--- src/design/teq_ram.sv ---
// ----------------------------------------------------------------------------
// Generic RAM
// One write port and one read port; read data is registered.
// ----------------------------------------------------------------------------
module teq_ram #(
    parameter int WIDTH = 8,
    parameter int DEPTH = 32
) (
    input  logic                     aclk,
    input  logic                     wr_en,
    input  logic [$clog2(DEPTH)-1:0] wr_addr,
    input  logic [WIDTH-1:0]         wr_data,
    input  logic [$clog2(DEPTH)-1:0] rd_addr,
    output logic [WIDTH-1:0]         rd_data
);

    logic [WIDTH-1:0] mem [DEPTH];

    always_ff @(posedge aclk) begin
        if (wr_en) begin
            mem[wr_addr] <= wr_data;
        end
        rd_data <= mem[rd_addr];
    end

endmodule

--- config.mk ---
export PLATFORM = sky130hd
export DESIGN_NAME = teq_ram
export DESIGN_NICKNAME = d
export VERILOG_FILES = /design/src/design/teq_ram.sv
export SDC_FILE = /design/constraint.sdc
export NUM_CORES = 1
export LEC_CHECK = 0
export BUFFER_PORTS_ARGS = -buffer_cell sky130_fd_sc_hd__buf_2
export CAP_MARGIN = 20
export CORE_UTILIZATION = 66
export CTS_BUF_LIST = sky130_fd_sc_hd__clkbuf_16
export DETAILED_ROUTE_END_ITERATION = 16
export MAX_ROUTING_LAYER = met4
export PLACE_DENSITY_LB_ADDON = 0.2
export SLEW_MARGIN = 20
export SYNTH_ARGS = -nofsm -noshare
export SYNTH_HDL_FRONTEND = slang
export SYNTH_SLANG_ARGS = --single-unit
--- constraint.sdc ---
create_clock -name aclk -period 5.1 [get_ports aclk]
set_input_delay 0.51 -clock aclk [delete_from_list [all_inputs] [get_ports aclk]]
set_output_delay 0.51 -clock aclk [all_outputs]
set_load 0.005 [all_outputs]
## Word-level counts from Yosys, hierarchy flattened

Memories as Yosys holds them, arrays and structs flattened. A register that Yosys moved wholly into a read port is not among the register bits.
Cells that the tools add are included.
W data, S select, Z words.

| word-level totals | value |
|---|---|
| memory bits (writable) | 256 |
| logic and storage cells | 3 |
| memories kept | 1 |
| bits of input ports | 20 |
| output and inout port bits | 8 |
| flip-flop bits (word level) | 0 |

Memory list:

| memory | words | width | read ports | clocked after memory_dff | wr ports | line | RTL |
|---|---|---|---|---|---|---|---|
| mem | 32 | 8 | 1 | 1 | 1 | 17 | `logic [WIDTH-1:0] mem [DEPTH];` |

| operators by class | value |
|---|---|
| muxes and demuxes | 2 |

Operator list:

| operator | number |
|---|---|
| $mux W1 | 2 |

## Logic depth before layout (Yosys ltp)

Gate-level depths: netlist of run 1.

| logic depth | value |
|---|---|
| word-level depth | 2 |
| mapped depth | 5 |
| depth with buffers taken out | 3 |

## Least setup slack after synthesis of run 1

No wires, ideal clock.

| timing | value |
|---|---|
| path type | input to register |
| start | input port rd_addr[2] |
| end | register rd_data[0] (read register of mem) |
| slack | 2.788 ns |
| arrival | 2.192 ns |
| required time | 4.979 ns |
| setup time | 0.121 ns |
| buffers on the path | 2 |
| stages | 5 |
| cells stage by stage | clkbuf_1 clkbuf_1 mux4_2 mux4_2 mux2_2 |

RTL lines:

| element | line | RTL |
|---|---|---|
| start: declaration | 13 | `input logic [$clog2(DEPTH)-1:0] rd_addr,` |
| end: declaration | 14 | `output logic [WIDTH-1:0] rd_data` |

==> results.json, run 1 <==
{
  "cts_root_buffer": "clkbuf_16",
  "syn_to_final_growth_pct": 9.957,
  "hold_violations": 0,
  "slew_violations": 0,
  "grt_use_met2_pct": 39.48,
  "irDropWorstVdd_v": 0.0003335,
  "postCtsSetupBuffers": 0,
  "p_leak_nw": 3.465,
  "yosysWarningCount": 0,
  "final.setup.worst_slack_ns": 2.615,
  "drive_gt1_share_pct": 32.20,
  "detailedPlacementHpwl_mm": 11.48,
  "cts_tree": "built",
  "nNetsFinal": 474,
  "violations": "DRC",
  "place.gp.congestion": 0.8234,
  "gr-total-overflow": 0,
  "grt_pass1_vias": 4509,
  "setup-violations-final": 0,
  "htree_levels": 1,
  "die_h_um": 125.4,
  "avgSynthCellArea_um2": 24.11,
  "grtUsageTotal_pct": 27.24,
  "synth_cell_types": 15,
  "cts_hold_buffers": 0,
  "clock_path_buffers": 3,
  "rsz0062_at_grt": "false",
  "power_per_cell_area_mw_per_mm2": 385.1,
  "min_period_ns": 2.485,
  "fmax_mhz": 402.5,
  "status": "complete, but fails checks",
  "max-slew-margin-rel_pct": 40.62,
  "nFillCells": 800,
  "cts_resized": 0,
  "drtIter0Drc": 554,
  "power_mw": 4.257,
  "setup_tns_ns": 0,
  "wirelength_mm": 19.42,
  "port_buffers": 27,
  "met3_usage_pct": 4.664,
  "worstPathRequired_ns": 5.50,
  "crit_fanout": 39,
  "vias": 4467,
  "antenna_found_initial": 1,
  "via_per_inst": 6.799,
  "dp_worst_setup_slack_ns": 2.044,
  "worstMarginPinSlew_ns": 0.8875,
  "fin_util_pct": 75.20,
  "routedWlPerCell_um": 29.55,
  "rows": 44,
  "firstDrtPassIters": 11,
  "crit_type": "input port to flop",
  "die_area_mm2": 0.01573,
  "cts_made_buffers": 25,
  "coreArea_mm2": 0.01470,
  "synthesis.nets": 437,
  "drc": 1,
  "grt_max_degree": 40,
  "critPathCaptureType": "flop",
  "cts.clk_slew.worst_paths_ns": 0.06,
  "grt_busiest_layer": "met1",
  "ys_seq_area_share_pct": 78.06,
  "fin_skew_ns": 0.006646,
  "critPathLaunchType": "input port",
  "min_period_over_period_pct": 48.72,
  "initial_core_util_pct": 68.39,
  "synth_area_mm2": 0.01005,
  "use_met1_pct": 41.32,
  "drtAntennaViolNets": 0,
  "synth_seq_cells": 264,
  "arrival_ns": 2.88,
  "insertion_delay_ns": 0.51,
  "clock_sinks": 264,
  "hold_class": "input port to flop",
  "syn_inst": 417,
  "die_width_um": 125.4,
  "grt_pass1_wl_mm": 29.16,
  "maxCapViolations": 0,
  "ios": 28
}
stage by stage:
stage / cells / hold WS (ns) / cell area, µm²
2_1_floorplan: 417 / 0.6089 / 10050
3_3_place_gp: 611 / 0.8868 / 10340
3_5_place_dp: 611 / 0.8965 / 10340
4_1_cts: 656 / 0.4718 / 11050
5_1_grt: 657 / 0.4725 / 11050
6_report: 657 / 0.4865 / 11050
cell type report:
class                      count  area [µm²]  share of cell area (%)
antenna                        1       2.502                 0.02264
clock buffer                  25       625.6                   5.659
clock inverter                20       88.84                  0.8036
multi-input combinational    133        2100                   18.99
sequential                   264        7848                   70.99
tap                          184       230.2                   2.083
timing repair buffer          30       160.2                   1.449
where the power goes:
| group | internal, mW | total (mW) | switching [mW] |
|---|---|---|---|
| Combinational | 0.0946 | 0.217 | 0.122 |
| Clock | 0.887 | 1.62 | 0.730 |
| Sequential | 2.41 | 2.42 | 0.0119 |
| Total | 3.39 | 4.26 | 0.864 |
logic make-up after synthesis:
| family | synth area share [%] |
|---|---|
| simple gates | 2.066 |
| flops | 78.06 |
| mux | 18.82 |
| buf+inv | 1.058 |
path summary, 6_finish.rpt:
path | slack (ns) | cells after the start | end | from
max | 2.62 | 5 | rd_data[0] | rd_addr[2]
min | 0.49 | 2 | rd_data[3] | rd_addr[3]
max reg2reg | 3.28 | 3 | rd_data[6] | mem[21][6]
min reg2reg | 0.92 | 3 | rd_data[2] | mem[12][2]
state kept, by name (all words and copies together), names as in the netlist:
name and cells:
mem 256, rd_data 8
cells in the mapped netlist:
cell | count | area (µm²)
nand3b_1 | 5 | 37.54
nand2_1 | 1 | 3.750
nor2_1 | 33 | 123.9
dfxtp_1 | 8 | 160.2
mux4_2 | 80 | 1802
buf_4 | 6 | 45.04
edfxtp_1 | 256 | 7687
buf_2 | 1 | 5.000
clkbuf_1 | 6 | 22.52
buf_6 | 1 | 11.26
nand3_1 | 2 | 10.01
mux2_2 | 8 | 90.09
buf_1 | 6 | 22.52
or3b_2 | 3 | 26.28
or3_1 | 1 | 6.260
critical path: stages:
cell	delay [ns]
buf_2	0.50
buf_4	0.59
mux4_2	0.44
mux4_2	0.53
mux2_2	0.28
per-layer routing:
metal	share of wire, %	vias to the layer above	routed length (µm)
met5	0	-	0
met4	2.2	0	424
met3	8.8	35	1699
met2	47	255	9190
met1	42	2326	8100
li1	-	1851	-
cells in the final DEF (no fill, tap or decap), drive strengths merged:
cell type and count:
edfxtp 256, mux4 80, nor2 33, buf 30, clkbuf 25, clkinv 12, mux2 8, dfxtp 8
inv 7, nand3b 5, or3b 3, nand3 2, diode 1, nand2 1, or3 1, clkinvlp 1
(Power assumes the default switching activity.)
==> run 2: changes to the inputs <==
Settings changed: ABC_AREA set to 1, CORE_UTILIZATION 66 to 62.
Clock period 5.1 ns to 2.5 ns, I/O delays scaled along.
==> run 2 against run 1 <==
  * The flow now finishes without violations
  * Clock skew rose by 0.0057 ns
  * Synthesized area rose by 7.3%
  * Setup slack got worse by 1.5 ns
  * Hold slack got worse by 0.44 ns
  * Flip-flop and latch count did not move
  * Clock power rose by 140%
  * Total power rose by 120%
  * Clock-buffer cell count rose by 2
  * Design area rose by 7.3%
  * Sequential power rose by 100%
==> results.json, run 2 <==
{
  "synth_cell_types": 12,
  "routedWlPerCell_um": 20.38,
  "cts_resized": 0,
  "cts_tree": "built",
  "grt_pass1_vias": 6754,
  "maxCapViolations": 0,
  "grt_max_degree": 81,
  "synth.top_cell.area_share_pct": 71.27,
  "ys_seq_area_share_pct": 72.75,
  "critPathCaptureType": "flop",
  "reg2reg_slack_ns": 1.28,
  "fin_skew_ns": 0.01238,
  "crit_fanout": 8,
  "power_per_cell_area_mw_per_mm2": 786.2,
  "p_leak_nw": 4.441,
  "synth_edf_count": 256,
  "avgSynthCellArea_um2": 11.70,
  "cts_hold_buffers": 0,
  "clock_path_buffers": 3,
  "cts.clk_slew.worst_paths_ns": 0.06,
  "cp_cell_sequence": "buf_2 > inv_1 > nand3_1 > nor2_1",
  "async_flop_share_pct": 0,
  "clock_sinks": 264,
  "max-slew-margin-rel_pct": 46.76,
  "yosysWarningCount": 0,
  "final_common_cell": "nand2_1",
  "yosys-top-cells-area": "edfxtp_1 (71%), nand2_1 (13%), nand3_1 (9.5%), buf_6 (2.5%), dfxtp_1 (1.5%)",
  "hold_violations": 0,
  "drtAntennaViolNets": 0,
  "power_mw": 9.327,
  "die_h_um": 133.9,
  "synthesis.nets": 942,
  "synth_seq_cells": 264,
  "wirelength_mm": 24.25,
  "irDropWorstVdd_v": 0.0006485,
  "place.gp.congestion": 0.9363,
  "slew_violations": 0,
  "coreArea_mm2": 0.01676,
  "worstReg2RegStart": "mem[24][7]",
  "arrival_ns": 1.54,
  "syn_to_final_growth_pct": 9.987,
  "htree_levels": 1,
  "grt_pass1_wl_mm": 36.85,
  "critPathLaunchType": "input port",
  "synth_flop_cell": "edfxtp_1",
  "nFillCells": 1167,
  "grtUsageTotal_pct": 28.96,
  "drtIter0Drc": 944,
  "slowest_stage": "nor2_1",
  "drive_gt1_share_pct": 9.288,
  "cts_made_buffers": 26,
  "initial_core_util_pct": 64.36,
  "cpPeakStageDelay_ns": 0.69,
  "rsz0062_at_grt": "false",
  "cpLargestDelayFamily": "simple AND/OR/NAND/NOR gates",
  "worstMarginPinSlew_ns": 0.7986,
  "largest_reg_flops": 256,
  "worstPathRequired_ns": 2.64,
  "die_area_mm2": 0.01793,
  "mostFrequentLayoutCells": "nand2_1 (360), edfxtp_1 (256), nand3_1 (204), nor2_1 (32), clkbuf_16 (27)",
  "rows": 47,
  "top_register": "mem",
  "detailedPlacementHpwl_mm": 14.56,
  "hold_class": "input port to flop",
  "min_period_over_period_pct": 55.89,
  "gr-total-overflow": 0,
  "cts_root_buffer": "clkbuf_16",
  "port_buffers": 27,
  "drc": 0,
  "rr_worst_depth": 8,
  "top_regs": "mem: 256 flops, rd_data: 8 flops",
  "firstDrtPassIters": 5,
  "seqCellArea_mm2": 0.007848,
  "status": "finished, final reports clean",
  "vias": 6953,
  "synth_area_mm2": 0.01079,
  "ys_top_cells_by_count": "nand2_1 (360), edfxtp_1 (256), nand3_1 (204), nor2_1 (32), buf_6 (24)",
  "worstReg2RegEnd": "rd_data[7]",
  "setup_tns_ns": 0,
  "cp_num_cells": 4,
  "worstSetupEndpoint": "mem[20][2]",
  "die_width_um": 133.9,
  "insertion_delay_ns": 0.52,
  "setup-violations-final": 0,
  "cp_num_buf_inv": 2,
  "postCtsSetupBuffers": 0,
  "yosysTopAreaCell": "edfxtp_1",
  "crit_type": "input port to flop",
  "syn_inst": 922,
  "multi_input_area_mm2": 0.002492,
  "startpoint": "wr_addr[0]",
  "fmax_mhz": 715.7,
  "nNetsFinal": 969,
  "synth.most_common_cell": "nand2_1",
  "ios": 28,
  "antenna_found_initial": 1,
  "via_per_inst": 5.843,
  "min_period_ns": 1.397
}
## run 2: cell count changes in the layout (fill, tap and decap cells not counted), sizes merged
cell / delta
buf: +21
bufinv: +3
clkbuf: +2
clkinv: -2
clkinvlp: +3
inv: +7
mux2: -8
mux4: -80
nand2: +359
nand3: +202
nand3b: -5
nor2: -1
or3: -1
or3b: -3
## run 2: worst min path at each step
stage               startpoint         end  slack (ns)  cells after the start
finish              rd_addr[4]  rd_data[5]        0.04                      3
global route        rd_addr[4]  rd_data[5]        0.06                      3
CTS                 rd_addr[4]  rd_data[5]        0.03                      3
detailed placement  rd_addr[4]  rd_data[5]        0.57                      3
global placement    rd_addr[4]  rd_data[5]        0.56                      3
floorplan           wr_data[0]   mem[0][0]        0.35                      0
## run 2: tightest hold or removal path, delay by kind of cell
family        cells  cell delay [ns]
buf+inv           1             0.15
simple gates      2             0.12
## run 2: logic make-up after synthesis
family	share of synthesized area [%]
buffers and inverters	4.141
flip-flops	72.75
AND/OR/NAND/NOR	23.11
## run 2: power breakdown
| part | internal (mW) | leakage, nW | switching (mW) |
|---|---|---|---|
| Combinational | 0.149 | 1.64 | 0.419 |
| Clock | 2.26 | 0.423 | 1.56 |
| Sequential | 4.92 | 2.37 | 0.0184 |
| Total | 7.33 | 4.44 | 2.00 |
## run 2: per-layer routing
layer | vias to the layer above | global-route usage (%) | share of wire (%)
met4 | 0 | 9.975 | 2.9
met5 | - | - | 0
met2 | 303 | 46.32 | 49
met1 | 3330 | 38.57 | 40
met3 | 66 | 4.044 | 7.6
li1 | 3254 | - | -
## run 2: through the flow
step | hold slack [ns] | std cells | area (µm²) | util [%] | worst slack, ns
after floorplan | 0.3489 | 922 | 10790 | - | 1.216
after global placement | 0.5649 | 1141 | 11010 | 65.69 | 0.6409
after detailed placement | 0.5675 | 1141 | 11010 | 65.69 | 0.5925
after CTS | 0.02862 | 1189 | 11860 | 70.77 | 1.131
after global routing | 0.06079 | 1190 | 11860 | 70.79 | 1.023
final | 0.04396 | 1190 | 11860 | 70.79 | 1.103
## run 2: area by class of cell
cell class	instances	share of cell area, %
Sequential cell	264	66.15
Multi-Input combinational cell	596	21.01
Clock buffer	27	5.695
Timing Repair Buffer	51	2.995
Tap cell	220	2.320
Clock inverter	21	1.487
Inverter	10	0.3269
Antenna cell	1	0.02109
==> run 3: changes to the inputs <==
Settings changed: ABC_AREA 1 to 0, CORE_UTILIZATION 62 to 55.
Clock period 2.5 ns to 1.1 ns, I/O delays scaled along.
==> run 3 against run 2 <==
  * The flow now finishes with violations (setup timing)
  * Hold slack improved by 0.0095 ns
  * Flip-flop and latch count did not move
  * Non-clock buffer count rose by 17
  * Via count fell by 35%
  * Die area rose by 5.0%
  * Final cell count fell by 38%
  * Core utilization fell by 4.0 points
==> results.json, run 3 (synthesized netlist as in run 1, its figures left out) <==
{
  "wirelength_mm": 19.85,
  "htree_levels": 1,
  "cts.clk_slew.worst_paths_ns": 0.06,
  "die_area_mm2": 0.01882,
  "vias": 4544,
  "violations": "setup timing",
  "fin_skew_ns": 0.03211,
  "top_register": "mem",
  "worstReg2RegEnd": "rd_data[7]",
  "grtUsageTotal_pct": 23.30,
  "cp_num_buf_inv": 0,
  "slowest_stage": "mux4_2",
  "setup-violations-final": 11,
  "critPathLaunchType": "flop",
  "max-slew-margin-rel_pct": 56.43,
  "mostFrequentLayoutCells": "edfxtp_1 (256), mux4_2 (80), nor2_4 (27), clkbuf_16 (25)",
  "final.setup.worst_slack_ns": -0.7547,
  "slew_violations": 0,
  "port_buffers": 27,
  "clock_sinks": 264,
  "irDropWorstVdd_v": 0.001243,
  "fin_util_pct": 66.74,
  "antenna_found_initial": 0,
  "grt_pass1_vias": 4739,
  "p_leak_nw": 3.788,
  "cpPeakStageDelay_ns": 0.54,
  "min_period_ns": 1.855,
  "place.gp.congestion": 0.7591,
  "rr_worst_depth": 3,
  "insertion_delay_ns": 0.54,
  "die_width_um": 137.2,
  "min_from": "rd_addr[3]",
  "power_mw": 20.55,
  "holdPathStages": 2,
  "rows": 49,
  "cpLargestDelayFamily": "multiplexers",
  "min_period_over_period_pct": 168.6,
  "die_h_um": 137.2,
  "drtAntennaViolNets": 0,
  "crit_type": "flop to flop",
  "cts_root_buffer": "clkbuf_16",
  "power_per_cell_area_mw_per_mm2": 1714,
  "reg2reg_slack_ns": -0.75,
  "rsz0062_at_grt": "true",
  "grt_max_degree": 33,
  "detailedPlacementHpwl_mm": 12.89,
  "drive_gt1_share_pct": 43.92,
  "maxCapViolations": 0,
  "cts_made_buffers": 25,
  "worstReg2RegStart": "mem[5][7]",
  "via_per_inst": 6.149,
  "crit_fanout": 1,
  "drtIter0Drc": 375,
  "drc": 0,
  "worstMarginPinSlew_ns": 0.6536,
  "ios": 28,
  "critPathCaptureType": "flop",
  "initial_core_util_pct": 55.97,
  "status": "complete, but fails checks",
  "hold_violations": 0,
  "met1_length_mm": 8.608,
  "cp_cell_sequence": "mux4_2 > mux4_2 > mux2_2",
  "clock_path_buffers": 3,
  "met2_length_mm": 9.468,
  "gr-total-overflow": 0,
  "arrival_ns": 2.25,
  "grt_pass1_wl_mm": 29.61,
  "coreArea_mm2": 0.01796,
  "diodes": 0,
  "largest_reg_flops": 256,
  "met3_length_mm": 1.363,
  "cts_tree": "built",
  "fmax_mhz": 539.2,
  "nNetsFinal": 512,
  "final_common_cell": "edfxtp_1",
  "worstPathRequired_ns": 1.49,
  "crit_path_frequent_cell": "mux4_2",
  "cts_hold_buffers": 0,
  "hold_class": "input port to flop",
  "top_regs": "mem: 256 flops, rd_data: 8 flops",
  "firstDrtPassIters": 6,
  "highest_layer": "met4",
  "routedWlPerCell_um": 26.85,
  "hold-path-endpoint": "rd_data[5]",
  "syn_to_final_growth_pct": 19.25,
  "holdWs_ns": 0.05345
}
run 3: worst max-delay path by stage:
| stage | to | depth (start not counted) | start | slack [ns] |
|---|---|---|---|---|
| after floorplan | rd_data[0] | 5 | rd_addr[0] | -0.61 |
| after global placement | rd_data[1] | 5 | rd_addr[0] | -0.98 |
| after detailed placement | rd_data[1] | 5 | rd_addr[0] | -0.99 |
| after CTS | rd_data[7] | 3 | mem[5][7] | -0.74 |
| after global routing | rd_data[7] | 3 | mem[5][7] | -0.77 |
| final | rd_data[7] | 3 | mem[5][7] | -0.75 |
run 3: power by group:
part           internal [mW]  switching (mW)
Combinational          0.615           0.651
Clock                   4.58            3.45
Sequential              11.2          0.0643
run 3: what timing repair did:
action,4_1_cts,5_1_grt
setup endpoints to repair,14,15
endpoints found under the hold margin,0,0
gates cloned,0,0
resized for setup,14,5
buffers inserted,0,0
run 3: stage by stage:
| stage | TNS [ns] | cells | area, µm² | worst slack [ns] |
|---|---|---|---|---|
| after floorplan | -53.98 | 417 | 10400 | -0.6071 |
| after global placement | -56.21 | 694 | 11160 | -0.9805 |
| after detailed placement | -60.80 | 694 | 11160 | -0.9859 |
| after CTS | -5.628 | 739 | 11970 | -0.7439 |
| after global routing | -5.856 | 739 | 11990 | -0.7652 |
| final | -5.592 | 739 | 11990 | -0.7547 |
run 3: area by class of cell:
type	instances	area, µm²
tap	229	286.5
multi-input combinational	133	2341
timing repair buffer	68	739.5
clock buffer	25	625.6
sequential	264	7858
clock inverter	20	138.9
fill	1117	5974
run 3: layer usage:
layer,vias up,global-route usage [%]
met5,-,-
met4,0,6.593
met3,24,4.231
met2,152,34.76
met1,2434,33.51
li1,1934,-
run 3: worst reg2reg max path, delay by kind of cell (launching register included):
kind | cells | cell delay [ns]
mux | 3 | 1.35
flops | 1 | 0.36
